<file path="src/rtl/bsfe_pkg.sv">
// Package for the byte-stuffed frame encoder: byte constants, request codes
// and the burst type passed from the encoder stage to the serialiser.
// No dependencies.
package bsfe_pkg;

	localparam logic [7:0] FLAG_BYTE = 8'h7e;
	localparam logic [7:0] ESC_BYTE  = 8'h7d;
	localparam logic [7:0] ESC_MASK  = 8'h20;
	localparam logic [7:0] INV_MASK  = 8'hff;

	localparam logic [1:0] REQ_START   = 2'd0;
	localparam logic [1:0] REQ_PAYLOAD = 2'd1;
	localparam logic [1:0] REQ_END     = 2'd2;

	typedef struct packed {
		logic [2:0][7:0] bytes;
		logic [1:0]      cnt;
		logic            close;
	} burst_t;

endpackage

</file>
<file path="src/rtl/bsfe_encode.sv">
// Input register, frame state and stuffing logic of the frame encoder.
// Produces one burst of up to three bytes per item. Uses bsfe_pkg.
module bsfe_encode (
	input  logic                clk,
	input  logic                arst_n,
	input  logic                in_valid,
	output logic                in_stall,
	input  logic [1:0]          req_type,
	input  logic [7:0]          command_code,
	input  logic [7:0]          device_id,
	input  logic [7:0]          data_byte,
	input  logic                burst_ready,
	output logic                burst_valid,
	output bsfe_pkg::burst_t    burst
);

	logic       valid_s1;
	logic [1:0] req_s1;
	logic [7:0] cmd_s1;
	logic [7:0] id_s1;
	logic [7:0] data_s1;
	logic [7:0] xor_q;
	logic       open_q;

	logic       advance;
	logic       accept;
	logic [7:0] xor_d;
	logic       open_d;
	logic [7:0] hdr;
	logic [7:0] sel;
	logic [7:0] sel_x;
	logic       sel_esc;

	assign advance  = valid_s1 && burst_ready;
	assign in_stall = valid_s1 && !burst_ready;
	assign accept   = in_valid && !in_stall;

	always_ff @(posedge clk or negedge arst_n) begin
		if (!arst_n) begin
			valid_s1 <= 1'b0;
		end else if (accept) begin
			valid_s1 <= 1'b1;
		end else if (advance) begin
			valid_s1 <= 1'b0;
		end
	end

	always_ff @(posedge clk) begin
		if (accept) begin
			req_s1  <= req_type;
			cmd_s1  <= command_code;
			id_s1   <= device_id;
			data_s1 <= data_byte;
		end
	end

	always_ff @(posedge clk or negedge arst_n) begin
		if (!arst_n) begin
			xor_q  <= '0;
			open_q <= 1'b0;
		end else if (advance) begin
			xor_q  <= xor_d;
			open_q <= open_d;
		end
	end

	always_comb begin
		hdr     = cmd_s1 | id_s1;
		sel     = (req_s1 == bsfe_pkg::REQ_END) ? (xor_q ^ bsfe_pkg::INV_MASK) : data_s1;
		sel_x   = sel ^ bsfe_pkg::ESC_MASK;
		sel_esc = (sel == bsfe_pkg::FLAG_BYTE) || (sel == bsfe_pkg::ESC_BYTE);
		burst   = '0;
		xor_d   = xor_q;
		open_d  = open_q;
		case (req_s1)
			bsfe_pkg::REQ_START: begin
				burst.bytes[0] = bsfe_pkg::FLAG_BYTE;
				burst.bytes[1] = hdr;
				burst.cnt      = 2'd2;
				xor_d          = hdr;
				open_d         = 1'b1;
			end
			bsfe_pkg::REQ_PAYLOAD: begin
				if (open_q) begin
					if (sel_esc) begin
						burst.bytes[0] = bsfe_pkg::ESC_BYTE;
						burst.bytes[1] = sel_x;
						burst.cnt      = 2'd2;
						xor_d          = xor_q ^ bsfe_pkg::ESC_BYTE ^ sel_x;
					end else begin
						burst.bytes[0] = sel;
						burst.cnt      = 2'd1;
						xor_d          = xor_q ^ sel;
					end
				end
			end
			bsfe_pkg::REQ_END: begin
				if (open_q) begin
					if (sel_esc) begin
						burst.bytes[0] = bsfe_pkg::ESC_BYTE;
						burst.bytes[1] = sel_x;
						burst.bytes[2] = bsfe_pkg::FLAG_BYTE;
						burst.cnt      = 2'd3;
					end else begin
						burst.bytes[0] = sel;
						burst.bytes[1] = bsfe_pkg::FLAG_BYTE;
						burst.cnt      = 2'd2;
					end
					burst.close = 1'b1;
					xor_d       = '0;
					open_d      = 1'b0;
				end
			end
			default: begin
			end
		endcase
	end

	assign burst_valid = advance && (burst.cnt != 2'd0);

endmodule

</file>
<file path="src/rtl/bsfe_serial.sv">
// Result register of the frame encoder: holds one burst and hands its
// bytes out one per cycle while out_stall is low. Uses bsfe_pkg.
module bsfe_serial (
	input  logic                clk,
	input  logic                arst_n,
	input  logic                burst_valid,
	input  bsfe_pkg::burst_t    burst,
	output logic                burst_ready,
	output logic                out_valid,
	input  logic                out_stall,
	output logic [7:0]          out_byte,
	output logic                run_last,
	output logic                frame_done
);

	logic             busy_q;
	logic [1:0]       idx_q;
	bsfe_pkg::burst_t burst_q;
	logic             take;

	assign take        = busy_q && !out_stall;
	assign run_last    = idx_q == (burst_q.cnt - 2'd1);
	assign burst_ready = !busy_q || (take && run_last);
	assign out_valid   = busy_q;
	assign out_byte    = burst_q.bytes[idx_q];
	assign frame_done  = burst_q.close && run_last;

	always_ff @(posedge clk or negedge arst_n) begin
		if (!arst_n) begin
			busy_q <= 1'b0;
			idx_q  <= '0;
		end else if (burst_valid) begin
			busy_q <= 1'b1;
			idx_q  <= '0;
		end else if (take) begin
			if (run_last) begin
				busy_q <= 1'b0;
			end else begin
				idx_q <= idx_q + 2'd1;
			end
		end
	end

	always_ff @(posedge clk) begin
		if (burst_valid) begin
			burst_q <= burst;
		end
	end

endmodule

</file>
<file path="src/rtl/byte_stuffed_frame_encoder_top.sv">
// Channel | handshake          | fields
// in      | in_valid/in_stall  | req_type, command_code, device_id, data_byte
// out     | out_valid/out_stall| out_byte, run_last, frame_done
//
// An item is held in the input register, then its burst of 1 to 3 bytes,
// if it has any, is loaded into the result register, which offers its first
// byte; while that register is busy, the item waits in the input register.
// The result register sends one byte per cycle while out_stall is low, and
// holds an item until all of its bytes (1 to 3) have left.
// Reset clears the frame state and all valid flags. out_stall holds the
// current byte; in_stall rises once the input register cannot move on.
// Top level of the byte-stuffed frame encoder; instantiates bsfe_encode and
// bsfe_serial, uses bsfe_pkg.
module byte_stuffed_frame_encoder_top (
	input  logic       clk,
	input  logic       arst_n,
	input  logic       in_valid,
	output logic       in_stall,
	input  logic [1:0] req_type,
	input  logic [7:0] command_code,
	input  logic [7:0] device_id,
	input  logic [7:0] data_byte,
	output logic       out_valid,
	input  logic       out_stall,
	output logic [7:0] out_byte,
	output logic       run_last,
	output logic       frame_done
);

	logic             burst_valid;
	logic             burst_ready;
	bsfe_pkg::burst_t burst;

	bsfe_encode u_encode (
		.clk          (clk),
		.arst_n       (arst_n),
		.in_valid     (in_valid),
		.in_stall     (in_stall),
		.req_type     (req_type),
		.command_code (command_code),
		.device_id    (device_id),
		.data_byte    (data_byte),
		.burst_ready  (burst_ready),
		.burst_valid  (burst_valid),
		.burst        (burst)
	);

	bsfe_serial u_serial (
		.clk         (clk),
		.arst_n      (arst_n),
		.burst_valid (burst_valid),
		.burst       (burst),
		.burst_ready (burst_ready),
		.out_valid   (out_valid),
		.out_stall   (out_stall),
		.out_byte    (out_byte),
		.run_last    (run_last),
		.frame_done  (frame_done)
	);

endmodule

</file>
<file path="config.mk">
export PLATFORM = sky130hd
export DESIGN_NAME = byte_stuffed_frame_encoder_top
export DESIGN_NICKNAME = d
export VERILOG_FILES = /design/src/rtl/bsfe_pkg.sv /design/src/rtl/bsfe_encode.sv /design/src/rtl/bsfe_serial.sv /design/src/rtl/byte_stuffed_frame_encoder_top.sv
export SDC_FILE = /design/constraint.sdc
export NUM_CORES = 1
export LEC_CHECK = 0
export BUFFER_PORTS_ARGS = -buffer_cell sky130_fd_sc_hd__buf_2
export CAP_MARGIN = 20
export CORE_ASPECT_RATIO = 0.9
export CORE_MARGIN = 2
export CORE_UTILIZATION = 48
export DETAILED_ROUTE_END_ITERATION = 6
export PLACE_DENSITY = 0.69
export RECOVER_POWER = 100
export SYNTH_ARGS = -nofsm -noshare
export SYNTH_HDL_FRONTEND = slang
export SYNTH_SLANG_ARGS = --single-unit
</file>
<file path="constraint.sdc">
create_clock -name clk -period 8.14 [get_ports clk]
set_input_delay 0.407 -clock clk [delete_from_list [all_inputs] [get_ports clk]]
set_output_delay 0.407 -clock clk [all_outputs]
set_load 0.01 [all_outputs]
</file>
---- Yosys cells after proc, flatten, opt, wreduce, memory -nomap -nowiden ----
Cells that the tools add are included.
operators by class
  order comparisons ....................... 1
  add/subtract/negate cells ............... 2
  reduce and logical (&&, ||, !) cells .... 25
  multiply operators ...................... 0
  shifts and indexed selects .............. 0
  divide/modulo/power cells ............... 0
  eq/ne operators ......................... 8
  bitwise logic cells ..................... 6
  mux-type cells .......................... 23
operator list
  kind                   count
  $pmux W18 S3           1
  $mux W8                6
  $mux W18               2
  $pmux W8 S3            1
  $mux W19               1
  $bmux W8 S2            1
  $eq A8 B7 Y1 const B   2
  $xor A8 B8 Y8          2
  $mux W10               1
  $reduce_bool A2 Y1     5
  $not A8 Y8             1
  $or A8 B8 Y8           1
  $reduce_and A2 Y1      4
  $logic_and A1 B1 Y1    7
  $mux W7                1
  $mux W2                3
  $not A6 Y6             1
  $mux W1                5
  $logic_not A1 Y1       4
  $ne A2 B1 Y1 const B   2
  $reduce_and A4 Y1      1
  $lt A2 B3 Y1 const B   1
  $reduce_bool A3 Y1     1
  $add A2 B1 Y2 const B  1
  other kinds (9)        10
word-level totals
  memories kept ........................... 0
  input bits .............................. 30
  latch bits .............................. 0
  bits in writable memories ............... 0
  logic and storage cells ................. 79
  register bits after elaboration ......... 65
  bits in read-only memories .............. 0
  output and inout bits ................... 12

---- Depth between registers and ports, before layout ----
  depth in word-level cells ............... 11
  mapped depth ............................ 8
  depth with buffers taken out ............ 7

---- Cells and area by module ----
From an unflattened synthesis, not the netlist that was laid out.
second synthesis, totals
  cells, all modules ...................... 270
  area, all modules ....................... 3,196.8 um2
by module, submodules not included
  module       area an instance (um2)  cells each  times used
  bsfe_encode  2,006.9                 192         1
  bsfe_serial  1,189.9                 78          1

---- Worst setup path after synthesis ----
OpenSTA, ideal clock, no wires.
  path type ............................... flip-flop to flip-flop
  start ................................... reg u_encode.req_s1[0]
  end ..................................... reg u_serial.burst_q[0] in the netlist's numbering, enable pin
  path buffers ............................ 1
  library setup time ...................... 0.413 ns
  cell stages (with the launch flop) ...... 7
  setup slack ............................. 4.885 ns
  data required time ...................... 7.727 ns
  arrival ................................. 2.842 ns
  cell sequence ........................... edfxtp_1 -> inv_1 -> ha_1 -> buf_4 -> mux2i_1 -> nand4_1 -> a31oi_1
between the ends
  longest elaborated chain between the ends .. 9
  elaborated cells on any way between the ends .. 14
  those cells by class .................... 4 x eq/ne; 6 x mux; 4 x reduce/logical
ends and longest elaborated chain
  element                               line                                  text
  start, declared                       bsfe_encode.sv:18                     logic [1:0] req_s1;
  start signal, assigned                bsfe_encode.sv:50                     req_s1 <= req_type;
  $eq A2 B2 Y1                          bsfe_encode.sv:69, bsfe_encode.sv:75
  $mux W8                               bsfe_encode.sv:69                     sel = (req_s1 == bsfe_pkg::REQ_END) ? (xor_q ^ bsfe_pkg::INV_MASK) : data_s1;
  $eq A8 B7 Y1                          bsfe_encode.sv:71                     sel_esc = (sel == bsfe_pkg::FLAG_BYTE) || (sel == bsfe_pkg::ESC_BYTE);
  $logic_or A1 B1 Y1                    bsfe_encode.sv:71
  $mux W18 or $mux W10 (tied branches)  bsfe_encode.sv:99, bsfe_encode.sv:85
  $mux W19 or $mux W18 (tied branches)  bsfe_encode.sv:98, bsfe_encode.sv:84
  $pmux W18 S3 (*)                      bsfe_encode.sv:75                     case (req_s1)
  $reduce_bool A2 Y1 (*)                bsfe_encode.sv:119                    assign burst_valid = advance && (burst.cnt != 2'd0);
  $logic_and A1 B1 Y1 (*)               bsfe_encode.sv:119
  net burst_valid                       byte_stuffed_frame_encoder_top.sv:30  logic burst_valid;
  end signal, assigned                  bsfe_serial.sv:46                     burst_q <= burst;
  end, declared                         bsfe_serial.sv:18                     bsfe_pkg::burst_t burst_q;
Mark *: on every way through the listed nets, which the timed path passes. The rest lies on a longest branch.
A chain may end at the register's enable or synchronous reset.

---- Worst setup path after layout ----
  start ................................... reg u_encode.req_s1[0]
  end ..................................... reg u_serial.burst_q[13] in the netlist's numbering, enable pin
Same word-level chain as after synthesis.

==> key figures <==
Yosys
  – Top cells by area, synth: edfxtp_1 47%, dfrtp_1 11%, o21ai_0 3.9%, nor2_1 3.3%, xnor2_1 2.7%
  – Post-synth top area share: 0.473
  – Avg Cell Area, Syn: between 10 and 15 µm²
  – Syn Inst Count: 250
  – #FFs+latches synth: 59
  – Synth unique cells: 44
  – Syn Nets: about 290
  – Synthesized area: just under 3000 µm²
  – Post-synth top area cell: edfxtp_1
  – Register area share after synthesis: 0.585
  – Top FF cell, synth: edfxtp_1
  – Synthesis warning total: 0
  – Post-synth EDFFs: 46
  – Ys async rst share: 0.220

Routing
  – DR pass1 iterations: 5
  – Vias: approximately 2100
  – Vias per cell: between 5 and 6
  – WL final: about 5700 µm
  – Starting DRT DRC Count: 86
  – Drt drc: 0
  – Final ANT Viol Nets: 0
  – Routed length per instance: roughly 15 µm

Cells and area
  – Nets@finish: ~330
  – Fillcell total: between 500 and 600
  – Antenna Cells: 0
  – Fraction of layout cells with a size suffix above 1: 0.140
  – Area Growth Syn to Fin: 12.7%

GRT
  – First-pass GRT wire length: about 9500 µm
  – Antenna violations before repair: 0
  – GRT overflow: 0
  – Gr usage total: 0.189
  – Vias in the first global route: 1985
  – Largest net degree at the start of global routing: 32

Power
  – Power Internal: approximately 710 µW
  – Switching power: slightly above 400 µW
  – Max VDD drop: about 0.2 mV
  – Leakage: 0.00128 µW
  – Flop pwr share: 0.445
  – Clock power frac: 0.221
  – Switching share of total power: 0.364
  – PD cells: around 340 nW/µm²
  – Comb pwr share: 0.335

Critical path
  – CP Capture Type: flip-flop
  – Critical path depth: 7
  – Worst path top cell family by delay: compound AO/OA/AOI/OAI gates
  – Critical path launch point type: flip-flop
  – Slowest stage cell, crit path: a2111oi_0
  – WP data required: around 8.1 ns
  – CP max stage delay: around 1.5 ns
  – Peak fanout along the critical path: 31
  – Critical path class: flip-flop to flip-flop
  – Crit-path cells: inv_1, ha_1, nor2_1, a2111oi_0, nand4_1, a31oi_1, clkbuf_1
  – Buffers and inverters on the worst path: 2
  – R2r setup slk: 3.05 ns
  – Data arrival time of the worst path: slightly above 5 ns
  – FF-to-FF path depth: 7

STA
  – Hold slack final: between 0.2 and 0.25 ns
  – FMAX: roughly 200 MHz
  – TNS Setup: 0 ns
  – Slew @ Worst Pin: roughly 1.8 ns
  – # setup viols final: 0
  – Pins Over Slew Limit: 9
  – Final Skew: between 0.004 and 0.005 ns
  – Tcrit/Tclk final: 0.625
  – Max-slew headroom: -0.257
  – RSZ-0062 raised after global routing: no
  – Final hold violation count: 0
  – Crit path time final: between 5 and 6 ns

Place
  – HPWL Detailed: approximately 4100 µm
  – GP Congestion: 0.878
  – Buffers on Ports: 41

Hold path
  – Tightest Hold Check Type: input pin to flip-flop
  – WHS Path Cells: 1

Status
  – Failing checks: max-capacitance violations, max-slew violations
  – Status: finished, violations left

Clocking
  – Worst-Skew Late Latency: approximately 0.33 ns
  – Clock sinks: a little under 60
  – CTS tree: done
  – Clk buf depth: 2
  – Total CTS buffers: 9
  – CTS clk-pin slew, worst paths: roughly 0.060 ns
  – H-tree depth: 3
  – Root Driver: clkbuf_8
  – Setup Fix Bufs, Post-CTS: 0

Die
  – Initial Utilization: 0.504
  – Die ar.: approximately 6700 µm²
  – Die Wd: ~86 µm
  – Die H: 78.0 µm
  – Row count: 26
  – Core Area: slightly below 6000 µm²
  – IO Count: 42

Flow run
  – Max cap viols: 1
power by group through the flow:
stage | logic, µW | registers [µW] | clock network (µW)
floorplan | 314 | 480 | 0
global placement | 385 | 501 | 0
detailed placement | 394 | 507 | 0
CTS | 397 | 501 | 254
global route | 424 | 509 | 269
finish | 375 | 498 | 247
layout make-up:
cell class | instances | area, µm² | area share
flip-flops and latches | 59 | 1710 | 0.519
multi-input cells | 173 | 1080 | 0.327
repair buffers | 44 | 206 | 0.0628
clock buffers | 10 | 128 | 0.0388
well taps | 70 | 87.6 | 0.0266
clock inverters | 6 | 56.3 | 0.0171
inverters | 7 | 26.3 | 0.00799
stage by stage:
stage          setup WS, ns  utilization  std cells  power, µW  area [µm²]
5_1_grt                2.63        0.568        369       1200        3290
6_report               3.05        0.568        369       1120        3290
2_1_floorplan          4.88            -        250        795        2920
4_1_cts                4.35        0.578        367       1150        3350
3_3_place_gp           4.49        0.545        350        886        3160
3_5_place_dp           4.36        0.545        350        902        3160
sequential cells by signal (all words and copies together), names as in the netlist:
signal,flops
u_encode.cmd_s1,8
u_encode.data_s1,8
u_serial.idx_q,2
u_encode.id_s1,8
u_encode.xor_q,8
u_serial.out_valid,1
u_encode.open_q,1
u_serial.burst_q,20
u_encode.req_s1,2
u_encode.valid_s1,1
layer usage:
layer	wire [µm]	vias up	track usage
met1	2710	959	0.250
li1	-	1033	-
met2	2600	63	0.287
met4	125	0	0.103
met5	0	-	0
met3	241	12	0.0457
cell families after synthesis:
kind of cell / synth area share
simple gates: 0.147
compound gates: 0.162
xor+xnor: 0.0326
buf+inv: 0.0300
flops: 0.585
fa+ha+maj: 0.0214
mux: 0.0223
worst paths after layout:
path                                         start                    to
min in group asynchronous                   arst_n       u_encode.open_q
worst max register to register  u_encode.req_s1[0]  u_serial.burst_q[13]
worst max-delay path            u_encode.req_s1[0]  u_serial.burst_q[13]
worst min-delay path                  data_byte[4]   u_encode.data_s1[4]
worst min register to register   u_encode.xor_q[7]     u_encode.xor_q[7]
max in group asynchronous                   arst_n     u_encode.xor_q[5]
cell usage after synthesis, drive strengths merged, types with 5 or more instances:
library cell,count
edfxtp,46
nor2,26
o21ai,24
nand2,17
nor3,14
dfrtp,13
a21oi,11
xnor2,10
clkbuf,7
inv,7
nor2b,7
ha,5
mux2i,5
placed cells by master (no fill, tap or decap), drive strengths merged, types with 4 or more instances in the layout:
cell | Yosys | layout
clkbuf | 7 | 25
clkinv | 0 | 4
buf | 4 | 28
nor2 | 26 | 26
ha | 5 | 5
xnor2 | 10 | 10
a21oi | 11 | 11
nor3 | 14 | 14
edfxtp | 46 | 46
nand2b | 4 | 4
o21ai | 24 | 24
dfrtp | 13 | 13
a211oi | 4 | 4
o221ai | 4 | 4
mux2i | 5 | 5
and2 | 4 | 4
o211a | 4 | 4
nor2b | 7 | 7
nand2 | 17 | 17
inv | 7 | 7
timing repair:
action | 4_1_cts | 5_1_grt
endpoints found under the hold margin | 13 | 0
gates resized for setup | 0 | 0
hold buffers | 1 | 0
(Power assumes the default switching activity.)
